### src/hw/rtl/bff_pkg.sv
`timescale 1ns / 1ps

package bff_pkg;

    localparam logic [31:0] FNV_PRIME   = 32'd16777619;
    localparam logic [31:0] FNV_BASIS   = 32'd2166136261;
    localparam int          ROT_RIGHT   = 17;
    localparam int          ROT_LEFT    = 15;
    localparam logic [4:0]  PROBE_LIMIT = 5'd30;
    localparam int          HASH_W      = 32;
    localparam logic [5:0]  DIV_STEPS   = 6'd32;

    localparam logic REG_FILTER_BITS = 1'b0;
    localparam logic REG_HASH_COUNT  = 1'b1;

    typedef enum logic [1:0] {
        OP_INSERT = 2'd0,
        OP_QUERY  = 2'd1,
        OP_CLEAR  = 2'd2,
        OP_NONE   = 2'd3
    } op_t;

    typedef enum logic [2:0] {
        ST_CLEAR,
        ST_IDLE,
        ST_START,
        ST_DIV,
        ST_READ,
        ST_CHECK,
        ST_FINISH
    } state_t;

    typedef struct packed {
        logic fold;        // fold the accepted byte into the running hash
        logic key_load;    // last byte: capture probe hash, delta and kind
        logic clear_start; // restart hash and the clearing sweep
        logic clear_step;  // zero one row of the bit store
        logic div_start;   // start the remainder unit on the probe hash
        logic mem_rd;      // read the row of the current probe
        logic probe_wr;    // write the probed row back with the bit set
        logic advance;     // step to the next probe
    } cmd_t;

    typedef struct packed {
        logic n_zero;      // effective filter size is zero
        logic left_zero;   // no probes left
        logic div_done;    // remainder unit idle, result valid
        logic bit_set;     // probed bit is set
        logic clr_last;    // clearing sweep is at its last row
        logic is_query;    // current key ends in a query
    } sts_t;

    // Multiply by the FNV prime, 2^24 + 403, as shifts and adds.
    function automatic logic [31:0] fnv_mult(input logic [31:0] x);
        fnv_mult = (x << 24) + (x << 8) + (x << 7) + (x << 4) + (x << 1) + x;
    endfunction

endpackage

### src/hw/rtl/bff_ctrl.sv
`timescale 1ns / 1ps

module bff_ctrl
(
    input  logic              clk,
    input  logic              rst_n,
    input  logic              in_valid,
    input  logic [1:0]        in_op,
    input  logic              in_last,
    output logic              in_ready,
    output logic              out_valid,
    output logic              out_bit,
    input  logic              out_ready,
    input  bff_pkg::sts_t     sts,
    output bff_pkg::cmd_t     cmd
);

    bff_pkg::state_t state_reg, state_next;
    logic ans_reg, ans_next;
    logic out_valid_reg, out_valid_next;
    logic out_bit_reg, out_bit_next;
    logic accept;
    logic key_op;

    assign accept = in_valid && in_ready;
    assign key_op = (in_op == bff_pkg::OP_INSERT) || (in_op == bff_pkg::OP_QUERY);

    always_comb
    begin
        state_next = state_reg;
        ans_next   = ans_reg;
        unique case (state_reg)
            bff_pkg::ST_CLEAR:
            begin
                if (sts.clr_last)
                    state_next = bff_pkg::ST_IDLE;
            end
            bff_pkg::ST_IDLE:
            begin
                if (accept)
                begin
                    if (in_op == bff_pkg::OP_CLEAR)
                        state_next = bff_pkg::ST_CLEAR;
                    else if (key_op && in_last)
                        state_next = bff_pkg::ST_START;
                end
            end
            bff_pkg::ST_START:
            begin
                ans_next = 1'b1;
                if (sts.n_zero || sts.left_zero)
                    state_next = bff_pkg::ST_FINISH;
                else
                    state_next = bff_pkg::ST_DIV;
            end
            bff_pkg::ST_DIV:
            begin
                if (sts.div_done)
                    state_next = bff_pkg::ST_READ;
            end
            bff_pkg::ST_READ:
            begin
                state_next = bff_pkg::ST_CHECK;
            end
            bff_pkg::ST_CHECK:
            begin
                if (sts.is_query && !sts.bit_set)
                begin
                    ans_next   = 1'b0;
                    state_next = bff_pkg::ST_FINISH;
                end
                else
                begin
                    // Back to START, which ends the key when the probe just made was the last one.
                    state_next = bff_pkg::ST_START;
                end
            end
            bff_pkg::ST_FINISH:
            begin
                if (!sts.is_query || !out_valid_reg || out_ready)
                    state_next = bff_pkg::ST_IDLE;
            end
            default:
            begin
                state_next = bff_pkg::ST_IDLE;
            end
        endcase
    end

    always_comb
    begin
        cmd            = '0;
        in_ready       = 1'b0;
        out_valid_next = out_valid_reg && !out_ready;
        out_bit_next   = out_bit_reg;
        unique case (state_reg)
            bff_pkg::ST_CLEAR:
            begin
                cmd.clear_step = 1'b1;
            end
            bff_pkg::ST_IDLE:
            begin
                in_ready        = 1'b1;
                cmd.fold        = accept && key_op && !in_last;
                cmd.key_load    = accept && key_op && in_last;
                cmd.clear_start = accept && (in_op == bff_pkg::OP_CLEAR);
            end
            bff_pkg::ST_START:
            begin
                cmd.div_start = !(sts.n_zero || sts.left_zero);
            end
            bff_pkg::ST_DIV:
            begin
                cmd.mem_rd = sts.div_done;
            end
            bff_pkg::ST_READ:
            begin
            end
            bff_pkg::ST_CHECK:
            begin
                cmd.probe_wr = !sts.is_query;
                cmd.advance  = !(sts.is_query && !sts.bit_set);
            end
            bff_pkg::ST_FINISH:
            begin
                if (sts.is_query && (!out_valid_reg || out_ready))
                begin
                    out_valid_next = 1'b1;
                    out_bit_next   = ans_reg;
                end
            end
            default:
            begin
            end
        endcase
    end

    always_ff @(posedge clk or negedge rst_n)
    begin
        if (!rst_n)
        begin
            state_reg     <= bff_pkg::ST_CLEAR;
            ans_reg       <= 1'b1;
            out_valid_reg <= 1'b0;
        end
        else
        begin
            state_reg     <= state_next;
            ans_reg       <= ans_next;
            out_valid_reg <= out_valid_next;
        end
    end

    always_ff @(posedge clk)
    begin
        out_bit_reg <= out_bit_next;
    end

    assign out_valid = out_valid_reg;
    assign out_bit   = out_bit_reg;

endmodule

### config.mk
export PLATFORM = sky130hd
export DESIGN_NAME = bff_ctrl
export DESIGN_NICKNAME = d
export VERILOG_FILES = /design/src/hw/rtl/bff_pkg.sv /design/src/hw/rtl/bff_ctrl.sv
export SDC_FILE = /design/constraint.sdc
export NUM_CORES = 1
export LEC_CHECK = 0
export ABC_AREA = 1
export BUFFER_PORTS_ARGS = -buffer_cell sky130_fd_sc_hd__buf_2
export CAP_MARGIN = 15
export CORE_AREA = 2 2 39 41
export DETAILED_ROUTE_END_ITERATION = 6
export DIE_AREA = 0 0 41 43
export HOLD_SLACK_MARGIN = 0.15
export PLACE_DENSITY = 0.71
export SYNTH_ARGS = -nofsm -noshare
export SYNTH_HDL_FRONTEND = slang
export SYNTH_SLANG_ARGS = --single-unit
export TNS_END_PERCENT = 30
### constraint.sdc
create_clock -name clk -period 1.1 [get_ports clk]
set_input_delay 0.165 -clock clk [delete_from_list [all_inputs] [get_ports clk]]
set_output_delay 0.165 -clock clk [all_outputs]
set_load 0.01 [all_outputs]
# Word level (Yosys, flattened, before mapping)
# Cells that the tools add are included.
dict set report classes {
  addsub 0
  multipliers 0
  div_mod_pow 0
  magnitude_cmp 0
  eq_ne 14
  n_shift 0
  n_mux 19
  bitwise 0
  n_reduce_logical 27
}
# op count
set op_table {}
lappend op_table {{two-way mux 3 bit} 9}
lappend op_table {{case mux 3 bit (7 select lines)} 1}
lappend op_table {{inequality test 2 bit, second input constant} 5}
lappend op_table {{== test 3 bit, second input constant} 3}
lappend op_table {{logical AND 1 bit} 9}
lappend op_table {{zero test 1 bit} 7}
lappend op_table {{two-way mux 1 bit} 7}
lappend op_table {{== test 3 x 2 -> 1 bit, second input constant} 2}
lappend op_table {{logical OR 1 bit} 5}
lappend op_table {{AND reduction 5 bit} 1}
lappend op_table {{AND reduction 2 bit} 2}
lappend op_table {{== test 3 x 1 -> 1 bit, second input constant} 1}
lappend op_table {{zero test 3 bit} 1}
lappend op_table {{inequality test 3 bit, second input constant} 1}
lappend op_table {{== test 2 x 1 -> 1 bit, second input constant} 1}
lappend op_table {{== test 2 bit, second input constant} 1}
lappend op_table {{zero test 2 bit} 1}
lappend op_table {{two-way mux 2 bit} 1}
lappend op_table {{case mux 1 bit (2 select lines)} 1}
lappend op_table {{nonzero test 2 bit} 1}
dict set report word_totals {
  regBits 6
  latchBits 0
  ramBits 0
  rom_bits 0
  input_bits 13
  out_inout_bits 11
  n_memories 0
}

# Logic depth before layout (Yosys ltp)
dict set report logic_depth {
  ltp_word 7
  ltp_mapped 8
  ltp_nobuf 8
}

# Worst setup path after synthesis
# OpenSTA, ideal clock, no wires.
dict set report synth_timing {
  path_type {flip-flop to output port}
  start {reg state_reg[1]}
  end {out cmd[7] in the netlist's numbering}
  arrival_time_ps 1205
  required_ps 935
  setup_slack_ps -270
  stages_incl_launch_ff 5
  n_path_buf 1
  cell_sequence {dfrtp_1 > buf_2 > nor3_2 > nand2_1 > nor3_1}
}
# element line_no
set synth_lines {}
lappend synth_lines {{from (decl)} bff_ctrl.sv:18} ;# bff_pkg::state_t state_reg, state_next;
lappend synth_lines {{from (signal assigned)} bff_ctrl.sv:142} ;# state_reg <= bff_pkg::ST_CLEAR;
lappend synth_lines {{from (signal assigned)} bff_ctrl.sv:148} ;# state_reg <= state_next;
lappend synth_lines {{to (decl)} bff_ctrl.sv:15} ;# output bff_pkg::cmd_t cmd

==> flow_summary.toml <==
[synthesis]
yosys_most_used_dff = "dfrtp_1"
synthesis.nets = 86
synth_cell_types = 18
ys_ff_latch = 6
synth_mux_area_share_pct = 0
synth_area_leaders = "dfrtp_1, nand2_1, nor2_1, inv_1, edfxtp_1"
yosysTopAreaCell = "dfrtp_1"
syn-mean-instance-area_um2 = 6.29
synthAdderAreaFrac_pct = 0
synth_top_family_by_area = "simple AND/OR/NAND/NOR gates"
synth_xor_area_share_pct = 0
synth_top_cell_area_share_pct = 21.8
yosys.area_share.simple_pct = 42.0
synth_commonest_cells = "nand2_1, nor2_1, inv_1"
ys_seq_area_share_pct = 34.1
synth_most_common_cell = "nand2_1"
synth_compound_area_share_pct = 9.81
synthesis.area_um2 = 459
ys_async_sr_fraction_pct = 83.3
synth_edf_count = 1
synth_cells = 73
ys_warn_count = 0

[run]
maxCapViolations = 0

[clock_network]
cts_sinks = 6
ctsHtreeMaxLevel = 1
cts_root_buffer = "clkbuf_4"
cts_tree = "built"
worstSkewPairLatency_ns = 0.24
clkTransAtPathRegs_ns = 0.05
clk_path_buf_depth = 2
cts_buffers = 3

[placed_design]
io_buffer_count = 23
gp_congestion = 0.770
placed_area_um2 = 658
dp_hpwl_um = 937
dp_cells = 118

[grt]
grt_pass1_wl_um = 2100
grt_pass1_vias = 557
antenna_found_initial = 0
grt_max_degree = 7
track_usage_pct = 17.8
grt.overflow.total = 0

[floorplan]
die_h_um = 43
initial_core_util_pct = 33.2
ios = 24
fp.dieArea_um2 = 1760
core_area_um2 = 1380
die_w_um = 41
rows = 14

[timing]
setup_viol = 13
slew_viol_final = 0
clock.fmax_ghz = 0.717
worstMarginPinSlew_ns = 0.193
tns_ns = -2.63
finalCritPeriodShare_pct = 127
skew_ns = 0.00379
rsz0062_at_grt = "true"
relSlewSlack_pct = 87.0
setup_ws_ns = -0.294
finalCriticalPeriod_ns = 1.39
hold_violations = 0

[cells_and_area]
n_fill_cell = 141
postLayoutCellArea_um2 = 767
final_nets = 126
drive_gt1_share_pct = 48.2
area_delta_synth_final_pct = 67.0
largest_reg_flops = 3
fin_cells = 128
seq_area_um2 = 159
multi_input_comb_area_um2 = 274
antenna_cells = 0

[detailed_routing]
dr.pass1.iters = 4
wl_um = 1300
wl_per_cell_um = 10.1
vias = 594
viasPerCell = 4.64
drt_first_iter_violations = 8
drc = 0
antenna_left = 0

[worst_setup_path]
r2r-start = "state_reg[1]$_DFFE_PN0P_"
cp.required_ns = 0.94
critical_path_class = "reg -> out"
cp_max_fo = 5
reg2reg_slack_ns = -0.12
worstRegToRegCells = 7
reg2reg_to = "state_reg[0]$_DFFE_PN0P_"
crit_path_start_kind = "flop"
cp.arrival_ns = 1.23
crit_path_end_kind = "output port"

[power]
vdd_drop_max_mv = 1.09
power.density_nw_per_um2 = 2280
p_leak_nw = 0.440

[outcome]
status = "finished, violations left"
violations = "negative setup slack"

[hold_path]
hold_class = "in -> async"
## cell families (layout without fill, tap and decap cells)
kind of cell	count (synthesis)	count (layout)
AOI/OAI and AO/OA	8	8
and+or+nand+nor	43	43
DFF	6	6
buffers and inverters	16	55
## layout by cell type, fill, tap and decap left out, types with 3 or more instances in the layout
| master | count |
|---|---|
| nand3_2 | 4 |
| o21ai_0 | 3 |
| inv_2 | 3 |
| buf_4 | 11 |
| nor2_1 | 13 |
| buf_2 | 22 |
| clkbuf_4 | 3 |
| nand2_1 | 17 |
| a21oi_1 | 3 |
| inv_1 | 11 |
## report_power, final
part / switching (mW) / internal (mW)
Clock: 0.0863 / 0.138
Sequential: 0.0987 / 0.312
Combinational: 0.558 / 0.556
## metrics by stage
| step | util (%) | setup slack, ns | hold WS (ns) | total power, mW |
|---|---|---|---|---|
| 2_1_floorplan | - | -0.129 | -0.131 | 0.937 |
| 3_3_place_gp | 47.6 | -0.180 | -0.0163 | 1.28 |
| 3_5_place_dp | 47.6 | -0.164 | -0.0129 | 1.29 |
| 4_1_cts | 54.5 | -0.306 | 0.258 | 1.70 |
| 5_1_grt | 55.4 | -0.366 | 0.266 | 1.91 |
| 6_report | 55.4 | -0.294 | 0.259 | 1.75 |
## layout make-up
cell class	count	area share, %
Sequential cell	6	20.7
Inverter	14	6.85
Timing Repair Buffer	37	30.7
Clock buffer	4	3.43
Multi-Input combinational cell	51	35.7
Tap cell	16	2.61
## critical path, stage by stage, from the launching register on
cell and delay [ns]:
dfrtp_2 0.45, nor3_4 0.20, nand2_2 0.09, nor3_2 0.09, buf_2 0.14
## how the worst max path moves through the flow
stage | slack [ns] | start | depth (start not counted) | end
after global routing | -0.37 | state_reg[0]$_DFFE_PN0P_ | 5 | cmd[7]
after detailed placement | -0.16 | state_reg[2]$_DFFE_PN0P_ | 5 | state_reg[2]$_DFFE_PN0P_
after global placement | -0.18 | state_reg[2]$_DFFE_PN0P_ | 5 | state_reg[2]$_DFFE_PN0P_
final | -0.29 | state_reg[1]$_DFFE_PN0P_ | 4 | cmd[7]
after floorplan | -0.13 | state_reg[1]$_DFFE_PN0P_ | 4 | cmd[7]
after CTS | -0.31 | state_reg[0]$_DFFE_PN0P_ | 5 | cmd[7]
## repair_timing
item                                   4_1_cts  5_1_grt
pin swaps                                    2        0
endpoints found under the hold margin        6        0
resized for setup                            8        2
setup endpoints to repair                   14       14
hold buffers                                 2        0
setup buffers                                3        1
## metal layers
metal | GRT usage (%) | vias to the layer above | share of wire [%]
li1 | - | 302 | -
met1 | 18.6 | 268 | 41
met2 | 30.6 | 22 | 52
met3 | 4.71 | 2 | 5.6
met4 | 8.00 | 0 | 1.1
met5 | 0 | - | 0
(Power assumes the default switching activity.)
